<file path="config.mk">
export PLATFORM = sky130hd
export DESIGN_NAME = obt_mem
export DESIGN_NICKNAME = d
export VERILOG_FILES = /design/src/hdl/obt_pkg.sv /design/src/hdl/obt_mem.sv
export SDC_FILE = /design/constraint.sdc
export NUM_CORES = 2
export LEC_CHECK = 0
export ABC_AREA = 1
export BUFFER_PORTS_ARGS = -buffer_cell sky130_fd_sc_hd__buf_4
export CAP_MARGIN = 20
export CORE_MARGIN = 2
export CORE_UTILIZATION = 44
export DETAILED_ROUTE_END_ITERATION = 10
export PLACE_DENSITY = 0.57
export REMOVE_ABC_BUFFERS = 1
export SYNTH_ARGS = -nofsm -noshare
export SYNTH_HDL_FRONTEND = slang
export SYNTH_MEMORY_MAX_BITS = 65536
export SYNTH_SLANG_ARGS = --single-unit
</file>
<file path="constraint.sdc">
create_clock -name i_clk -period 20.3 [get_ports i_clk]
set_clock_uncertainty 0.05 [all_clocks]
set_input_delay 1.015 -clock i_clk [delete_from_list [all_inputs] [get_ports i_clk]]
set_output_delay 1.015 -clock i_clk [all_outputs]
set_load 0.02 [all_outputs]
</file>
<file path="src/hdl/obt_pkg.sv">
`timescale 1ns / 1ps

package obt_pkg;

    localparam int TABLE_DEPTH_DEF = 32;

    localparam int ID_W    = 64;
    localparam int PRICE_W = 32;
    localparam int VOL_W   = 32;
    localparam int KEY_W   = PRICE_W + ID_W;

    typedef enum logic [1:0] {
        CMD_ADD  = 2'd0,
        CMD_EXEC = 2'd1,
        CMD_DEL  = 2'd2,
        CMD_DUMP = 2'd3
    } t_cmd;

    typedef enum logic [1:0] {
        ST_DONE      = 2'd0,
        ST_NOT_FOUND = 2'd1,
        ST_FULL      = 2'd2
    } t_status;

    typedef enum logic [1:0] {
        S_IDLE,
        S_SCAN,
        S_DONE,
        S_OUT
    } t_state;

    // one table slot as held in the entry memory
    typedef struct packed {
        logic               side;
        logic [ID_W-1:0]    order_id;
        logic [PRICE_W-1:0] price;
        logic [VOL_W-1:0]   volume;
    } t_entry;

    // flags from the shared compare unit
    typedef struct packed {
        logic             id_eq;
        logic             side_eq;
        logic             above_bound;
        logic             below_best;
        logic             vol_le;
        logic [VOL_W-1:0] vol_rem;
    } t_cmp_res;

endpackage

</file>
<file path="src/hdl/obt_mem.sv">
`timescale 1ns / 1ps

module obt_mem #(
    parameter int DEPTH = obt_pkg::TABLE_DEPTH_DEF
) (
    input  logic                       i_clk,
    input  logic                       i_we,
    input  logic [$clog2(DEPTH)-1:0]   i_waddr,
    input  obt_pkg::t_entry            i_wdata,
    input  logic [$clog2(DEPTH)-1:0]   i_raddr,
    output obt_pkg::t_entry            o_rdata
);
    import obt_pkg::*;

    t_entry r_mem [DEPTH];
    t_entry r_rdata;

    always_ff @(posedge i_clk) begin
        if (i_we) begin
            r_mem[i_waddr] <= i_wdata;
        end
    end

    // registered read
    always_ff @(posedge i_clk) begin
        r_rdata <= r_mem[i_raddr];
    end

    assign o_rdata = r_rdata;

endmodule

</file>
==> out/metrics.csv <==
metric,value,unit
slowest_stage,buf_4,
std_cell_rows,226,
grt_usage,25.0,%
syn_inst,13300,
drv_slew,0,
worst-path-stages,13,
cpPeakStageDelay,0.87,ns
syn_area,168000,um2
drt_wl_total,497000,um
p_sw,4.23,mW
grt_pass1_vias,101000,
overflow,0,
rsz0062_at_grt,no,
num-fill-cells,32800,
hold_path_class,primary input to flop,
io_pins,270,
min_period,6.20,ns
setup_violations,0,
grt_max_degree,292,
hold-worst-slack,0.394,ns
cts.path.max_buffers,4,
post_dp_cell_area,173000,um2
power_density,101,nW/um2
synth.distinct_cells,16,
peakVddDrop,0.0790,mV
nets,13500,
p_leak,65.4,nW
ys_seq_area_share,75.3,%
fin_crit_sh,30.5,%
die_w,622,um
fin_ws,14.10,ns
critPathLaunchType,primary input,
gp_congestion,0.749,
worstRegToRegCells,6,
ctsHoldBuffers,0,
die_height,622,um
antenna_found_initial,50,
critical_path_class,primary input to flop,
drive_gt1_share,8.32,%
timing.rr.start,r_mem[15][7],
drtAntennaViolNets,0,
fin_setup_tns,0,ns
intPower,14.7,mW
htreeDepth,5,
dieArea,387000,um2
critical_path_peak_fanout,291,
numCtsBuffers,445,
hold_viol,0,
pwr-share-seq,51.8,%
cts_tree,built,
slew_headroom,2.78,%
start_util,44.3,%
synth_area_per_cell,12.6,um2
p_comb_share,5.7,%
post_cts_buffers,0,
area_growth,11.3,%
core-area,380000,um2
crit_end,o_rdata[101],
cts.repair.resized,0,
clkPwrFrac,42.5,%
setup.reg_to_reg.worst_slack,18.81,ns
stdcell_area,187000,um2
swShare,22.3,%
clk_pin_slew_worst_paths,0.06,ns
grt_pass1_wl,716000,um
cp_top_family,buffers and inverters,
status,finished clean,
whs_path_depth,1,
r2r-end,o_rdata[7],
crit_arrival,7.04,ns
io_buffers,269,
clock-sinks,4257,
clockRootBuffer,clkbuf_16,
worst_pin_slew,1.46,ns
finalPower,19.0,mW
viasPerCell,5.68,
max_freq,0.161,GHz
drcViolationCount,0,
end_kind,flop,
wl_per_cell,26.4,um
yosysWarnings,0,
vias,107000,
synth-seq-cells,4257,
pre_cts_slack,13.54,ns
min_from,i_wdata[104],
path_cells,buf_16 > clkinv_16 > buf_4 > buf_4 > buf_4 > buf_4 > buf_12 > nand2_1 > nand3_1 > nand3_1 > nand3_1 > nand3_1 > nand2_1,
required,21.14,ns
worstSkewPairLatency,0.97,ns
crit_start,i_raddr[0],
cp_num_buf_inv,7,
drtIter0Drc,12000,
drtPass1Iterations,6,
dp_hpwl,226000,um
cap_violations,0,
## routing by layer
metal	vias to the layer above	wire, um	global-route usage, %
met5	-	140	0
li1	47800	-	-
met1	53900	207000	34.1
met4	22	13500	7.25
met2	4266	241000	42.2
met3	731	34900	3.15
## cells in the mapped netlist, drive strengths merged
library cell,n,area (um2)
nand2,4257,16000
edfxtp,4128,124000
nand3,3882,19400
buf,772,5550
dfxtp,129,2580
clkbuf,115,432
nor2,32,120
inv,9,41.3
clkinv,1,3.75
## kinds of logic after synthesis
group / synth area share (%)
buffers and inverters: 3.59
DFF: 75.3
and+or+nand+nor: 21.1
## worst min-delay path by stage
stage	end
detailed placement	o_rdata[101]
finish	r_mem[9][104]
CTS	r_mem[9][104]
global route	r_mem[13][95]
floorplan	o_rdata[100]
global placement	o_rdata[28]
## state kept, by name, indices dropped and copies added (netlist names)
signal   count
o_rdata    129
r_mem     4128
## power groups by stage
stage	Clock [mW]	Sequential (mW)	Combinational, mW
after floorplan	0	10.0	0.547
after global placement	0	10.0	1.07
after detailed placement	0	10.0	1.08
after CTS	8.16	9.82	1.08
after global routing	8.50	9.83	1.18
final	8.05	9.82	1.08
## worst reg2reg max path, delay by kind of cell, from the launching register on
family	cells	cell delay, ns
flops	1	0.36
simple gates	6	0.86
## area by class of cell
class                   count  area (um2)  share of cell area, %
flip-flops and latches   4257      127000                   67.6
diodes                     17        42.5                 0.0227
well taps                5016        6280                   3.35
multi-input cells        8171       35800                   19.1
inverters                  10         103                 0.0548
clock inverters           200        1860                  0.996
repair buffers            482        3950                   2.11
clock buffers             633       12500                   6.71
## metrics by stage
| stage | instances | utilization, % |
|---|---|---|
| after floorplan | 12400 | - |
| after global placement | 17900 | 45.5 |
| after detailed placement | 17900 | 45.5 |
| after CTS | 18800 | 49.3 |
| after global routing | 18800 | 49.3 |
| final | 18800 | 49.3 |
## cell usage in the layout, fill, tap and decap left out, types with 7 or more instances in the layout
cell	n
nand2_1	4257
edfxtp_1	4128
nand3_1	3882
clkbuf_16	456
buf_4	455
clkbuf_1	130
dfxtp_1	129
clkinv_1	78
clkinv_2	64
clkbuf_8	47
nor2_4	32
bufinv_16	31
buf_12	21
diode_2	17
clkinvlp_4	10
inv_6	7
(Power assumes the default switching activity.)
