File: src/hdl/obt_pkg.sv
`timescale 1ns / 1ps

package obt_pkg;

    localparam int TABLE_DEPTH_DEF = 32;

    localparam int ID_W    = 64;
    localparam int PRICE_W = 32;
    localparam int VOL_W   = 32;
    localparam int KEY_W   = PRICE_W + ID_W;

    typedef enum logic [1:0] {
        CMD_ADD  = 2'd0,
        CMD_EXEC = 2'd1,
        CMD_DEL  = 2'd2,
        CMD_DUMP = 2'd3
    } t_cmd;

    typedef enum logic [1:0] {
        ST_DONE      = 2'd0,
        ST_NOT_FOUND = 2'd1,
        ST_FULL      = 2'd2
    } t_status;

    typedef enum logic [1:0] {
        S_IDLE,
        S_SCAN,
        S_DONE,
        S_OUT
    } t_state;

    // one table slot as held in the entry memory
    typedef struct packed {
        logic               side;
        logic [ID_W-1:0]    order_id;
        logic [PRICE_W-1:0] price;
        logic [VOL_W-1:0]   volume;
    } t_entry;

    // flags from the shared compare unit
    typedef struct packed {
        logic             id_eq;
        logic             side_eq;
        logic             above_bound;
        logic             below_best;
        logic             vol_le;
        logic [VOL_W-1:0] vol_rem;
    } t_cmp_res;

endpackage

File: src/hdl/obt_cmp.sv
`timescale 1ns / 1ps

module obt_cmp (
    input  obt_pkg::t_entry                i_entry,
    input  logic                           i_side,
    input  logic [obt_pkg::ID_W-1:0]       i_order_id,
    input  logic [obt_pkg::VOL_W-1:0]      i_volume,
    input  logic [obt_pkg::KEY_W-1:0]      i_bound,
    input  logic [obt_pkg::KEY_W-1:0]      i_best,
    output obt_pkg::t_cmp_res              o_res
);
    import obt_pkg::*;

    logic [KEY_W-1:0] w_key;

    // sort key: price first, order id breaks ties
    assign w_key = {i_entry.price, i_entry.order_id};

    always_comb begin
        o_res.id_eq       = (i_entry.order_id == i_order_id);
        o_res.side_eq     = (i_entry.side == i_side);
        o_res.above_bound = (w_key > i_bound);
        o_res.below_best  = (w_key < i_best);
        o_res.vol_le      = (i_entry.volume <= i_volume);
        o_res.vol_rem     = i_entry.volume - i_volume;
    end

endmodule

File: config.mk
export PLATFORM = sky130hd
export DESIGN_NAME = obt_cmp
export DESIGN_NICKNAME = d
export VERILOG_FILES = /design/src/hdl/obt_pkg.sv /design/src/hdl/obt_cmp.sv
export SDC_FILE = /design/constraint.sdc
export NUM_CORES = 1
export LEC_CHECK = 0
export BUFFER_PORTS_ARGS = -buffer_cell sky130_fd_sc_hd__buf_2
export CORE_AREA = 5 5 175 177
export DETAILED_ROUTE_END_ITERATION = 16
export DIE_AREA = 0 0 180 182
export GPL_TIMING_DRIVEN = 0
export PLACE_DENSITY = 0.53
export SLEW_MARGIN = 20
export SYNTH_ARGS = -nofsm -noshare
export SYNTH_HDL_FRONTEND = slang
export SYNTH_SLANG_ARGS = --single-unit
File: constraint.sdc
create_clock -name vclk -period 6.5
set_clock_uncertainty 0.05 [all_clocks]
set_input_delay 1.3 -clock vclk [all_inputs]
set_output_delay 1.3 -clock vclk [all_outputs]
set_load 0.05 [all_outputs]
==> impl_results.md, run 1 <==
* Post_cts resized at 0
* Startpoint types: primary input
* FFs & Latches at 0
* Horiz. Die Dim at 180 um
* Routed via count at 8837
* Peak supply drop at 0.0000965 V
* GPL Wtd Cong at 0.953
* Ratio of cells with drive above 1 in the final layout at around a third
* Via/cell ratio at 4.68
* Syn Std Cell Area at 7450 um2
* Final clock period utilization by the worst path at 87.0%
* Compound-cell area share of the yosys netlist at 23.6%
* Synth Area in Simple Gates at 15.7%
* DR iter-0 viols at 317
* Worst-path fanout max at 2
* Area Growth Syn to Fin at 37.3%
* Clk pwr share at 0%
* DR pass1 iterations at 4
* Worst path slowest cell: a2111oi_1
* Crit. Startpoint: i_entry[43]
* Core area at 29100 um2
* Clock buf count at 0
* Register area at 0 um2
* Relative slew slack at around a third
* Hold Startpoint: i_entry[128]
* HPWL after detailed placement at 32500 um
* Pleak at 6.32 nW
* Starting density of the core at 25.6%
* All-Layer GR Usage at 19.4%
* Mapped Cells at 1040
* CP Data Required Time at just over 5 ns
* Comb pwr share at 100.0%
* Post-route minimum period at 5.65 ns
* Mean Syn Cell Area at approximately 7.2 um2
* Endpoints failing hold at 0
* Status: finished clean
* Final setup violating endpoints at 0
* Max-slew violations at 0
* Setup bufs post-CTS at 0
* Drt drc at 0
* Data arrival, critical path at around 4.3 ns
* Worst-Margin Slew at 0.987 ns
* Full die area at between 30000 and 40000 um2
* Multiplexer share of the synthesized area at 0%
* Routed wire length at 34400 um
* Cell variety after synth at 61
* Layout filler cell count at ~3.2k
* Most frequent cells in the layout: buf_2, inv_1, ha_1
* Crit-path leading delay family: compound AO/OA/AOI/OAI gates
* Post-Synth XOR/XNOR Area at 10.6%
* Routed Antenna Nets at 0
* Layout Nets at 2139
* CP cell instances: buf_2, ha_1, a21oi_1, o21ai_0, a221oi_1, o21ai_0, a2111oi_1, o2111ai_1, o21a_1, buf_2
* Worst hold path class: in -> out
* Largest net degree at the start of global routing at 11
* GRT overflow at 0
* Sequential element share of the synthesized area at 0%
* Die Ht at 182 um
* PD cells at 89.3 nW/um2
* Sw frac at 61.7%
* Max stage delay on crit path at 0.93 ns
* WL/cell at 18.2 um
* F_max at 177 MHz
* Largest family of logic cells by synthesized area: adder cells
* Vias in the first global route at approximately 9k
* WS Path Type: in -> out
* Syn nets at 1682
* Crit end category: output port
* Util after Layout at between 30% and 40%
* Max Cap Viol at 0
* Setup TNS Final at 0 ns
* IO buf count at 455
* Initial antenna violation count at 11
* Synth Warn # at 0
* Post-Synth Adder-Cell Area at 37.7%
* Number of cell rows at between 60 and 70
* First-pass GRT wire length at between 50000 and 60000 um
* Sequential power share at 0%
* Commonest non-fill, non-tap cell in the layout: buf_2
* Final Total Pwr at between 0.9 and 1 mW
* Num ports at 455
* Post-cts hold buffer count at 0
* RSZ-0062 raised after global routing: false
* Psw at 0.563 mW
* CP bufs+invs at 2
* Fin Hold WS at 2.88 ns
* Internal power at 0.350 mW
==> cells by family after synthesis <==
| logic type | count (synthesis) |
|---|---|
| AOI/OAI and AO/OA | 264 |
| adders and majority gates | 224 |
| buffers and inverters | 243 |
| and+or+nand+nor | 219 |
| xor gates and xnor gates | 90 |
==> tightest hold or removal path, stage by stage <==
cell,delay (ns)
buf_2,0.09
xnor2_1,0.05
buf_2,0.20
==> metrics by stage <==
step                      instance area, um2  setup WS, ns  cells
after floorplan                         7450         0.350   1040
after global placement                 10200         0.468   1885
after detailed placement               10200         0.931   1885
after CTS                              10200         0.909   1885
after global routing                   10200         0.701   1890
final                                  10200         0.846   1890
==> Yosys cell counts, drive strengths merged (4+ instances only) <==
cell	n	area, um2
inv	238	893
ha	223	2790
a21oi	79	395
a21o	70	529
xor2	70	613
nand4	42	263
nor2	38	143
o21ai	37	189
nand2	36	135
nor4	24	150
xnor2	20	175
nand3	19	95.1
nor3	16	80.1
a211oi	11	87.6
a31oi	8	50.1
nand2b	8	50.1
nor2b	8	50.1
o211ai	8	60.1
or2	7	43.8
a2111oi	6	52.6
o21a	6	45.0
a221oi	4	35.0
a22oi	4	35.0
and2	4	25.0
o41ai	4	35.0
==> metal layers <==
metal  track usage, %  vias to the layer above  routed length, um  part of all wire [%]
li1                 -                     4588                  -                     -
met1             24.9                     3911              15400                    45
met2             33.6                      271              16000                    47
met3             3.51                       55               1920                   5.6
met4             4.85                       12                943                   2.7
met5                0                        -                 81                  0.24
==> area by class of cell <==
| cell class | count | area, um2 | area share (%) |
|---|---|---|---|
| Timing Repair Buffer | 455 | 2280 | 22.3 |
| Inverter | 238 | 893 | 8.73 |
| Multi-Input combinational cell | 797 | 6530 | 63.8 |
| Antenna cell | 5 | 12.5 | 0.122 |
| Tap cell | 390 | 488 | 4.77 |
| Buffer | 5 | 33.8 | 0.330 |
==> power by group through the flow <==
stage	Clock, mW	Combinational [mW]	Sequential, mW
after floorplan	0	0.573	0
after global placement	0	0.908	0
after detailed placement	0	0.915	0
after CTS	0	0.920	0
after global routing	0.000000103	1.01	0
final	0.000000103	0.914	0
==> path summary, 6_finish.rpt <==
check / cells after the start / slack, ns / end
worst min-delay path: 3 / 2.88 / o_res[35]
worst max-delay path: 10 / 0.85 / o_res[34]
Note: power is estimated with default switching activity, not from simulation.
==> run 2, diff against run 1 <==
--- a/config.mk
+++ b/config.mk
@@ -6,11 +6,11 @@
 export NUM_CORES = 1
 export LEC_CHECK = 0
 export BUFFER_PORTS_ARGS = -buffer_cell sky130_fd_sc_hd__buf_2
-export CORE_AREA = 5 5 175 177
+export CORE_AREA = 5 5 173 175
 export DETAILED_ROUTE_END_ITERATION = 16
-export DIE_AREA = 0 0 180 182
+export DIE_AREA = 0 0 178 180
 export GPL_TIMING_DRIVEN = 0
-export PLACE_DENSITY = 0.53
+export PLACE_DENSITY = 0.54
 export SLEW_MARGIN = 20
 export SYNTH_ARGS = -nofsm -noshare
 export SYNTH_HDL_FRONTEND = slang
==> constraint.sdc (replaced) <==
create_clock -name vclk -period 6.2
set_clock_uncertainty 0.05 [all_clocks]
set_input_delay 1.24 -clock vclk [all_inputs]
set_output_delay 1.24 -clock vclk [all_outputs]
set_load 0.05 [all_outputs]
==> run 2 against run 1 <==
  * Combinational power rose by 4.9%
  * Largest power group unchanged
  * Wire length up 0.32%
  * Sequential cell count stayed put
==> impl_results.md, run 2 (synthesized netlist as in run 1, its figures left out) <==
* GRT overflow at 0 (unchanged)
* Status: finished clean
* FFs & Latches at 0 (unchanged)
* Post-cts hold buffer count at 0 (unchanged)
* All-Layer GR Usage at 19.9% (+0.46 points)
* Psw at 0.591 mW (+5.0%)
* Via/cell ratio at 4.72 (+0.86%)
* PD cells at 93.8 nW/um2 (+5.0%)
* Worst-Margin Slew at 0.949 ns (-0.0384 ns)
* GPL Wtd Cong at 0.925 (-2.9%)
* WL/cell at 18.3 um (+0.58%)
* Routed Antenna Nets at 0 (unchanged)
* Setup bufs post-CTS at 0 (unchanged)
* Crit end category: output port
* Pleak at 6.32 nW (about the same)
* DR pass1 iterations at 5 (+1)
* Startpoint types: primary input
* Initial antenna violation count at 10 (-1)
* Horiz. Die Dim at 178 um (-1.1%)
* Placed Instances at 1879 (-0.32%)
* Peak supply drop at 0.0000846 V (-12%)
* Vias in the first global route at 9021 (+0.62%)
* WS Path Type: in -> out
* Post-route minimum period at 5.32 ns
* Num ports at 455 (unchanged)
* Core area at 28300 um2 (-2.7%)
* Max Cap Viol at 0 (unchanged)
* Ratio of cells with drive above 1 in the final layout at 31.8% (unchanged)
* Relative slew slack at 36.1% (+2.1 points)
* Worst-path fanout max at 2 (unchanged)
* Largest net degree at the start of global routing at 11 (unchanged)
* Register area at 0 um2 (unchanged)
* Final clock period utilization by the worst path at roughly 86%
* Sequential power share at 0% (unchanged)
* Max-slew violations at 0 (unchanged)
* Clk pwr share at 0% (unchanged)
* Number of cell rows at 62 (-1.6%)
* Final setup violating endpoints at 0 (unchanged)
* Sw frac at 61.7% (about the same)
* Post_cts resized at 0 (unchanged)
* IO buf count at 455 (unchanged)
* DR iter-0 viols at 275 (-13%)
* Routed wire length at 34500 um (+0.32%)
* Most frequent cells in the layout: buf_2, inv_1, ha_1
* Area Growth Syn to Fin at 37.2% (about the same)
* Util after Layout at 36.1% (+0.94 points)
* Worst hold path class: in -> out
* Comb pwr share at 100.0% (about the same)
* Full die area at 32000 um2 (-2.2%)
* Data arrival, critical path at 4.03 ns (-0.27 ns)
* Commonest non-fill, non-tap cell in the layout: buf_2
* Final Total Pwr at 0.959 mW (+4.9%)
* RSZ-0062 raised after global routing: false
* Starting density of the core at 26.3% (+0.70 points)
* F_max at 188 MHz
* Setup TNS Final at 0 ns (unchanged)
* CP Data Required Time at 4.91 ns (-0.24 ns)
* First-pass GRT wire length at 50000 um (-0.18%)
* Post-Layout Cell Count at 1885 (-0.26%)
* Routed via count at 8889 (+0.59%)
* Internal power at 0.367 mW (+4.9%)
* Layout Nets at 2139 (unchanged)
* Drt drc at 0 (unchanged)
* Die Ht at 180 um (-1.1%)
* Endpoints failing hold at 0 (unchanged)
* HPWL after detailed placement at 32400 um (-0.45%)
* Clock buf count at 0 (unchanged)
[run 2: through the flow]
| step | hold slack [ns] | instance area [um2] | worst slack (ns) |
|---|---|---|---|
| 6_report | 2.77 | 10200 | 0.876 |
| 4_1_cts | 2.77 | 10200 | 0.580 |
| 5_1_grt | 2.79 | 10200 | 0.571 |
| 3_5_place_dp | 2.77 | 10200 | 0.601 |
| 2_1_floorplan | 2.71 | 7450 | 0.170 |
| 3_3_place_gp | 2.76 | 10200 | 0.619 |
[run 2: layer usage]
layer	GRT usage, %	part of all wire [%]
met1	25.6	44
met2	36.0	49
met3	2.54	6.0
met4	2.48	1.3
met5	0	0.10
[run 2: final cells by class]
type               count  area (um2)
plain buffers          5        33.8
repair buffers       455        2280
diodes                 6        15.0
fillers             3172       18100
multi-input cells    797        6530
well taps            384         480
inverters            238         893
[run 2: final timing paths]
path                     start        end  slack [ns]  depth (start not counted)
setup / recovery   i_entry[49]  o_res[34]        0.88                         10
hold / removal    i_entry[128]  o_res[35]        2.77                          3
[run 2: worst max-delay path: stages]
cell and delay (ns):
buf_2 0.11, ha_1 0.31, a21o_1 0.18, a21o_1 0.17, a221oi_1 0.23, o21ai_0 0.16, a2111oi_1 0.85, o2111ai_1 0.32
o21a_1 0.25, buf_2 0.21
[run 2: power groups by stage]
stage               registers, mW  clock network (mW)  logic, mW
CTS                             0                   0      0.966
global route                    0         0.000000129       1.06
floorplan                       0                   0      0.601
finish                          0         0.000000130      0.959
detailed placement              0                   0      0.960
global placement                0                   0      0.953
